`src/design/bbss_pkg.sv`:
```
// Package for the branch-and-bound subset selector.
// Types, codes, widths and helpers shared by controller, datapath and checker.
// No dependencies.
package bbss_pkg;

    localparam int POOL_DEPTH = 32;
    localparam int IDX_W      = $clog2(POOL_DEPTH);
    localparam int CNT_W      = $clog2(POOL_DEPTH + 1);

    localparam int EFF_W   = 50;
    localparam int FEE_W   = 40;
    localparam int FACE_W  = 50;
    localparam int TAG_W   = 16;
    localparam int TRY_W   = 20;
    localparam int GOAL_W  = 51;
    localparam int UPPER_W = 52;
    localparam int SUM_W   = 56;
    localparam int WASTE_W = 58;
    localparam int OUTW_W  = 57;
    localparam int CFGD_W  = 50;
    localparam int CFGI_W  = 2;

    localparam logic [TRY_W-1:0]   TRIES_AT_RESET = TRY_W'(100000);
    localparam logic [WASTE_W-1:0] WASTE_MAX      = {1'b0, {(WASTE_W-1){1'b1}}};

    typedef enum logic [1:0] {
        OP_LOAD  = 2'd0,
        OP_RUN   = 2'd1,
        OP_CLEAR = 2'd2
    } op_t;

    typedef enum logic [CFGI_W-1:0] {
        CFG_TARGET  = 2'd0,
        CFG_CHANGE  = 2'd1,
        CFG_FEES    = 2'd2,
        CFG_TRIES   = 2'd3
    } cfg_idx_t;

    typedef enum logic [1:0] {
        RD_IDX      = 2'd0,
        RD_DEPTH    = 2'd1,
        RD_DEPTH_M1 = 2'd2
    } rd_sel_t;

    typedef enum logic [3:0] {
        S_IDLE,
        S_SUM_RD,
        S_SUM_ACC,
        S_SUM_CHK,
        S_STEP,
        S_FWD_RDP,
        S_FWD_RDC,
        S_FWD_APPLY,
        S_BACK_CHK,
        S_BACK_APPLY,
        S_TOT_RD,
        S_TOT_ACC,
        S_OUT_RD,
        S_OUT_SET,
        S_OUT_WAIT
    } state_t;

    typedef struct packed {
        logic [EFF_W-1:0]  eff;
        logic [FEE_W-1:0]  fee;
        logic [FEE_W-1:0]  lfee;
        logic [FACE_W-1:0] face;
        logic [TAG_W-1:0]  tag;
    } entry_t;

    typedef struct packed {
        logic    load;
        logic    clear;
        logic    init;
        logic    sum_acc;
        logic    step;
        logic    fwd_cap;
        logic    fwd_apply;
        logic    back_apply;
        logic    tot_acc;
        logic    out_set;
        logic    out_empty;
        logic    idx_clr;
        logic    idx_inc;
        rd_sel_t rd_sel;
    } dp_cmd_t;

    typedef struct packed {
        logic count_zero;
        logic idx_last;
        logic rem_lt_goal;
        logic tries_done;
        logic step_stop;
        logic step_back;
        logic depth_zero;
        logic dm1_bit;
        logic out_fire;
        logic out_last;
    } dp_status_t;

    // Current-rate fee minus long-term fee, both zero-extended to waste width; signed result
    function automatic logic signed [WASTE_W-1:0] excess_fee(input entry_t e);
        return $signed({{(WASTE_W-FEE_W){1'b0}}, e.fee})
             - $signed({{(WASTE_W-FEE_W){1'b0}}, e.lfee});
    endfunction

endpackage

```
`src/design/bbss_ctrl.sv`:
```
// Controller of the branch-and-bound subset selector.
// Sequences load, sum, search, total and result passes; uses bbss_pkg.
module bbss_ctrl import bbss_pkg::*; (
    input  logic       aclk,
    input  logic       aresetn,
    input  logic       s_tvalid,
    output logic       s_tready,
    input  op_t        op,
    input  dp_status_t st,
    output dp_cmd_t    cmd
);

    state_t state_reg, state_next;
    logic   in_fire;

    assign s_tready = (state_reg == S_IDLE);
    assign in_fire  = s_tvalid && s_tready;

    // Hold state
    always_ff @(posedge aclk) begin
        if (!aresetn) begin
            state_reg <= S_IDLE;
        end else begin
            state_reg <= state_next;
        end
    end

    // Next state
    always_comb begin
        state_next = state_reg;
        case (state_reg)
            S_IDLE: begin
                if (in_fire && op == OP_RUN) begin
                    state_next = st.count_zero ? S_OUT_WAIT : S_SUM_RD;
                end
            end
            S_SUM_RD:     state_next = S_SUM_ACC;
            S_SUM_ACC:    state_next = st.idx_last ? S_SUM_CHK : S_SUM_RD;
            S_SUM_CHK:    state_next = st.rem_lt_goal ? S_TOT_RD : S_STEP;
            S_STEP: begin
                if (st.tries_done || st.step_stop) begin
                    state_next = S_TOT_RD;
                end else if (st.step_back) begin
                    state_next = S_BACK_CHK;
                end else begin
                    state_next = S_FWD_RDP;
                end
            end
            S_FWD_RDP:    state_next = S_FWD_RDC;
            S_FWD_RDC:    state_next = S_FWD_APPLY;
            S_FWD_APPLY:  state_next = S_STEP;
            S_BACK_CHK:   state_next = st.depth_zero ? S_TOT_RD : S_BACK_APPLY;
            S_BACK_APPLY: state_next = st.dm1_bit ? S_STEP : S_BACK_CHK;
            S_TOT_RD:     state_next = S_TOT_ACC;
            S_TOT_ACC:    state_next = st.idx_last ? S_OUT_RD : S_TOT_RD;
            S_OUT_RD:     state_next = S_OUT_SET;
            S_OUT_SET:    state_next = S_OUT_WAIT;
            S_OUT_WAIT: begin
                if (st.out_fire) begin
                    state_next = st.out_last ? S_IDLE : S_OUT_RD;
                end
            end
            default:      state_next = S_IDLE;
        endcase
    end

    // Commands to the datapath
    always_comb begin
        cmd        = '0;
        cmd.rd_sel = RD_IDX;
        case (state_reg)
            S_IDLE: begin
                if (in_fire) begin
                    case (op)
                        OP_LOAD:  cmd.load  = 1'b1;
                        OP_CLEAR: cmd.clear = 1'b1;
                        OP_RUN: begin
                            cmd.init      = !st.count_zero;
                            cmd.out_empty = st.count_zero;
                        end
                        default: ;
                    endcase
                end
            end
            S_SUM_ACC: begin
                cmd.sum_acc = 1'b1;
                cmd.idx_inc = 1'b1;
            end
            S_SUM_CHK:    cmd.idx_clr = 1'b1;
            S_STEP: begin
                cmd.step    = !st.tries_done;
                cmd.idx_clr = st.tries_done || st.step_stop;
            end
            S_FWD_RDP:    cmd.rd_sel = RD_DEPTH_M1;
            S_FWD_RDC: begin
                cmd.fwd_cap = 1'b1;
                cmd.rd_sel  = RD_DEPTH;
            end
            S_FWD_APPLY:  cmd.fwd_apply = 1'b1;
            S_BACK_CHK: begin
                cmd.rd_sel  = RD_DEPTH_M1;
                cmd.idx_clr = st.depth_zero;
            end
            S_BACK_APPLY: cmd.back_apply = 1'b1;
            S_TOT_ACC: begin
                cmd.tot_acc = 1'b1;
                cmd.idx_clr = st.idx_last;
                cmd.idx_inc = !st.idx_last;
            end
            S_OUT_SET:    cmd.out_set = 1'b1;
            S_OUT_WAIT:   cmd.idx_inc = st.out_fire;
            default: ;
        endcase
    end

endmodule

```
`config.mk`:
```
export PLATFORM = sky130hd
export DESIGN_NAME = bbss_ctrl
export DESIGN_NICKNAME = d
export VERILOG_FILES = /design/src/design/bbss_pkg.sv /design/src/design/bbss_ctrl.sv
export SDC_FILE = /design/constraint.sdc
export NUM_CORES = 1
export LEC_CHECK = 0
export ABC_AREA = 1
export BUFFER_PORTS_ARGS = -buffer_cell sky130_fd_sc_hd__buf_2
export CORE_ASPECT_RATIO = 0.75
export CORE_UTILIZATION = 30
export DETAILED_ROUTE_END_ITERATION = 10
export PLACE_DENSITY = 0.58
export SYNTH_ARGS = -nofsm -noshare
export SYNTH_HDL_FRONTEND = slang
export SYNTH_SLANG_ARGS = --single-unit
```
`constraint.sdc`:
```
create_clock -name aclk -period 1.3 [get_ports aclk]
set_input_delay 0.26 -clock aclk [delete_from_list [all_inputs] [get_ports aclk]]
set_output_delay 0.26 -clock aclk [all_outputs]
set_load 0.005 [all_outputs]
```
# After elaboration in Yosys (flattened, before gate mapping)
# Index checks and enable logic that the tools add are counted.
# word_totals
reg_bits,4
out_inout_bits,16
elab_cells,59
# classes
n_eq_ne,18
n_mux,30
reduce_logical,10
# op_table
operator,n
4-bit one-hot mux with 15 select lines,1
4-bit two-way mux,8
"4-bit == test, second input constant",7
"4-bit by 3-bit == test with 1-bit output, second input constant",4
1-bit two-way mux,13
3-bit two-way mux,3
"4-bit by 2-bit == test with 1-bit output, second input constant",2
"4-bit by 1-bit == test with 1-bit output, second input constant",1
4-bit zero test,1
2-bit two-way mux,2
1-bit one-hot mux with 4 select lines,1
2-bit one-hot mux with 2 select lines,1
1-bit zero test,3
1-bit one-hot mux with 3 select lines,1
"2-bit by 1-bit == test with 1-bit output, second input constant",1
"2-bit == test, second input constant",1
1-bit logical AND,2
2-bit zero test,1
"2-bit by 1-bit inequality test with 1-bit output, second input constant",1
"2-bit inequality test, second input constant",1
2-bit AND reduction,1
2-bit OR reduction,1
1-bit logical OR,1

# Longest topological paths before layout
# logic_depth
depth_word,5
depth_mapped,9

# Least setup slack after synthesis
# OpenSTA, ideal clock, no wires.
# synth_path
kind,register to output
from,reg state_reg[0]
to,out cmd[12] in the netlist's numbering
arrival_ps,908
required_time_ps,1040
slack_ps,132
stages_incl_launch_ff,6
path_buffers,0
path_cell_list,dfxtp_1 > nor2_2 > nand2_1 > nor2_2 > nand3_2 > nor2_1
# synth_lines
item,line_no,text
start: declaration,bbss_ctrl.sv:13,"state_t state_reg, state_next;"
start signal: assignment,bbss_ctrl.sv:24,state_reg <= state_next;
end: declaration,bbss_ctrl.sv:10,output dp_cmd_t cmd

==> metrics.txt <==
I/O pin cnt=31; FF+latch count, synth=4; largest net degree at the start of global routing=7; Worst setup EP type=output port; top-area cell type share of the netlist area=~24%; Avg Inst Size Synth=between 4 and 5 um2; CTS root buffer=clkbuf_4; Critical Path End=cmd[4]; post-route insts no fill=about 180; worst-path cell with the longest stage delay=dfxtp_4; Worst Tran Pin Value=about 0.28 ns; CP Launch Point=state_reg[0]; WL/cell=roughly 11 um; area delta synth->final=85.0%; Post-Syn Area=574 um2; total of max-cap violations=0; GRT Residual Overflow=0; Period minus WS final=1.50 ns; Fin Clk Skew=about 0.0017 ns; Tcrit/Tclk final=116%; Clock power frac=8.9%; worst r2r dst=state_reg[1]; row cnt=13; H-tree levels=1; Total GRT Usage=19.4%; Flop pwr share=around 16%; Final Util=between 50% and 60%; Max Slew Vio Count=0; critical path depth=6; Worst VDD drop=1.10 mV; first-pass GRT wire length=2860 um; Worst Path Buf+Inv=1; clock buffer depth=2; top cells by area, synth=nand2_1 (24%), inv_1 (16%), dfxtp_1 (14%), nor2_1 (14%), nand3_1 (7.8%); Lkg Pwr=0.000609 uW; crit-path max FO=4; Power Dens Cells=approximately 1600 nW/um2; GP Congestion=a little under 0.8; Die Ht=about 40 um; post-DP HPWL=between 1000 and 1500 um; drc violations=0; delay-heaviest family, CP=simple AND/OR/NAND/NOR gates; share of layout cells above drive strength 1=56.2%; crit path kind=flop to output port; Cell variety after synth=16; initial antenna violation count=0; endpoints failing setup=18; CTS tree=done; Final WS setup=-0.205 ns; post-synthesis sequential area ratio=13.9%; sw frac=around 50%; Starting Density=roughly a third; run status=finished with violations; total number of vias=approximately 870; Slowest Stage Delay on Critical Path=roughly 0.36 ns; final hold vios=0; Via density=4.74; die area=2100 um2; CP Launch Type=flop; core area=approximately 1800 um2; arrival time worst endpoint=1.24 ns; max reg flops=4; First-pass DRT Iterations=4; Cells after Synth=around 120; Yosys warnings=0; Hold Buf Count CTS=0; Fill cells=169; Worst Path Required=1.04 ns; unrepaired setup endpoints after global routing=yes; die width=between 50 and 60 um; placed cells=between 150 and 200; Top cell by count, worst path=nor2_4; antenna-violating nets left=0; critical-path cell list=nor2_4 > nand2_2 > nor2_4 > nand3_2 > nor2_1 > buf_2; fmax=roughly 660 MHz; RR Startpoint=state_reg[0]; Max transition margin=between 80% and 90%; R2R setup slack=-0.07 ns; Final nets=approximately 180; area of the multi-input gates=537 um2; worst hold path class=input port to flop; Switch Pwr=836 uW; clk slew on worst S/H paths=0.03 ns; Worst-Skew Late Latency=~0.23 ns; final wirelength=2070 um; CTS Sinks=4; Reg2Reg Depth=8; top cell type by total area after synthesis=nand2_1; Pint=around 830 uW; vias in the first global route=about 660; n_diodes=0; drt initial violations=26; register area=roughly 95 um2; Synth Net Count=approximately 130; # port buffers=30; failing checks=setup timing; Gate power share=74.9%; Num CTS Buffers=3
-- worst min path at each step --
stage	start	to	slack [ns]	cells past startpoint
floorplan	aresetn	state_reg[0]	0.42	2
global placement	aresetn	state_reg[2]	0.52	3
detailed placement	aresetn	state_reg[3]	0.54	3
CTS	aresetn	state_reg[2]	0.29	3
global route	aresetn	state_reg[2]	0.32	3
finish	aresetn	state_reg[2]	0.31	3
-- cell type report --
cell class | instances | share of cell area, %
inverters | 26 | 10.4
multi-input cells | 87 | 50.5
repair buffers | 42 | 25.4
well taps | 22 | 2.59
clock buffers | 3 | 2.12
flip-flops and latches | 4 | 8.95
-- metal layers --
metal	global-route usage, %	part of all wire (%)	vias up
met2	32.9	47	28
li1	-	-	447
met5	0	0	-
met1	26.0	47	395
met4	5.92	0.48	0
met3	1.55	5.4	2
-- worst reg2reg max path, stage by stage, from the launching register on --
cell     delay [ns]
dfxtp_4        0.36
nor2_4         0.13
nand2_2        0.09
nor2_4         0.10
nand3_2        0.10
buf_4          0.16
a21oi_4        0.16
nand2_1        0.09
a21oi_2        0.11
-- cell usage in the layout (no fill, tap or decap), types with 3 or more instances in the layout --
master    instances
buf_2            27
nand2_1          26
inv_1            16
nor2_1           13
nor2_4           10
nand2_2           9
buf_4             9
nand3_1           8
buf_6             6
inv_4             5
inv_2             5
dfxtp_4           4
o21ai_0           3
clkbuf_4          3
-- power groups by stage --
| stage | Sequential (uW) | Combinational (uW) | Clock [uW] |
|---|---|---|---|
| floorplan | 202 | 527 | 0 |
| global placement | 205 | 810 | 0 |
| detailed placement | 207 | 804 | 0 |
| CTS | 247 | 1020 | 158 |
| global route | 272 | 1340 | 165 |
| finish | 268 | 1250 | 148 |
-- stage by stage --
step / setup slack (ns) / instance area (um2) / TNS (ns) / hold WS [ns] / total power, uW
final: -0.205 / 1060 / -2.42 / 0.310 / 1660
after global routing: -0.331 / 1060 / -3.89 / 0.319 / 1780
after CTS: -0.173 / 948 / -1.99 / 0.290 / 1420
after global placement: -0.0295 / 782 / -0.0295 / 0.524 / 1010
after detailed placement: -0.0611 / 782 / -0.0820 / 0.538 / 1010
after floorplan: 0.132 / 574 / 0 / 0.422 / 729
-- what timing repair did --
action                                  4_1_cts  5_1_grt
pin swaps                                     8       12
hold endpoints to repair                      0        0
setup buffers                                 6        2
gates resized for setup                      36       29
endpoints found under the setup margin       17       20
-- Yosys cell counts --
cell,count
o211ai_1,1
nand3b_1,2
inv_2,2
inv_1,24
dfxtp_1,4
a21oi_4,1
nand3_1,9
nor2_4,1
a21oi_1,4
nand2_1,37
nor3_1,3
o21ai_0,3
nor2_1,21
nand3_2,1
nor2_2,3
o21ai_1,1
-- cell families (layout without fill, tap and decap cells) --
| family | after synthesis | in the layout | synth area share (%) |
|---|---|---|---|
| AO/OA/AOI/OAI | 10 | 10 | 11.1 |
| buffers and inverters | 26 | 71 | 17.0 |
| flip-flops | 4 | 4 | 13.9 |
| AND/OR/NAND/NOR | 77 | 77 | 58.0 |
Power figures use the tool's default switching activity.
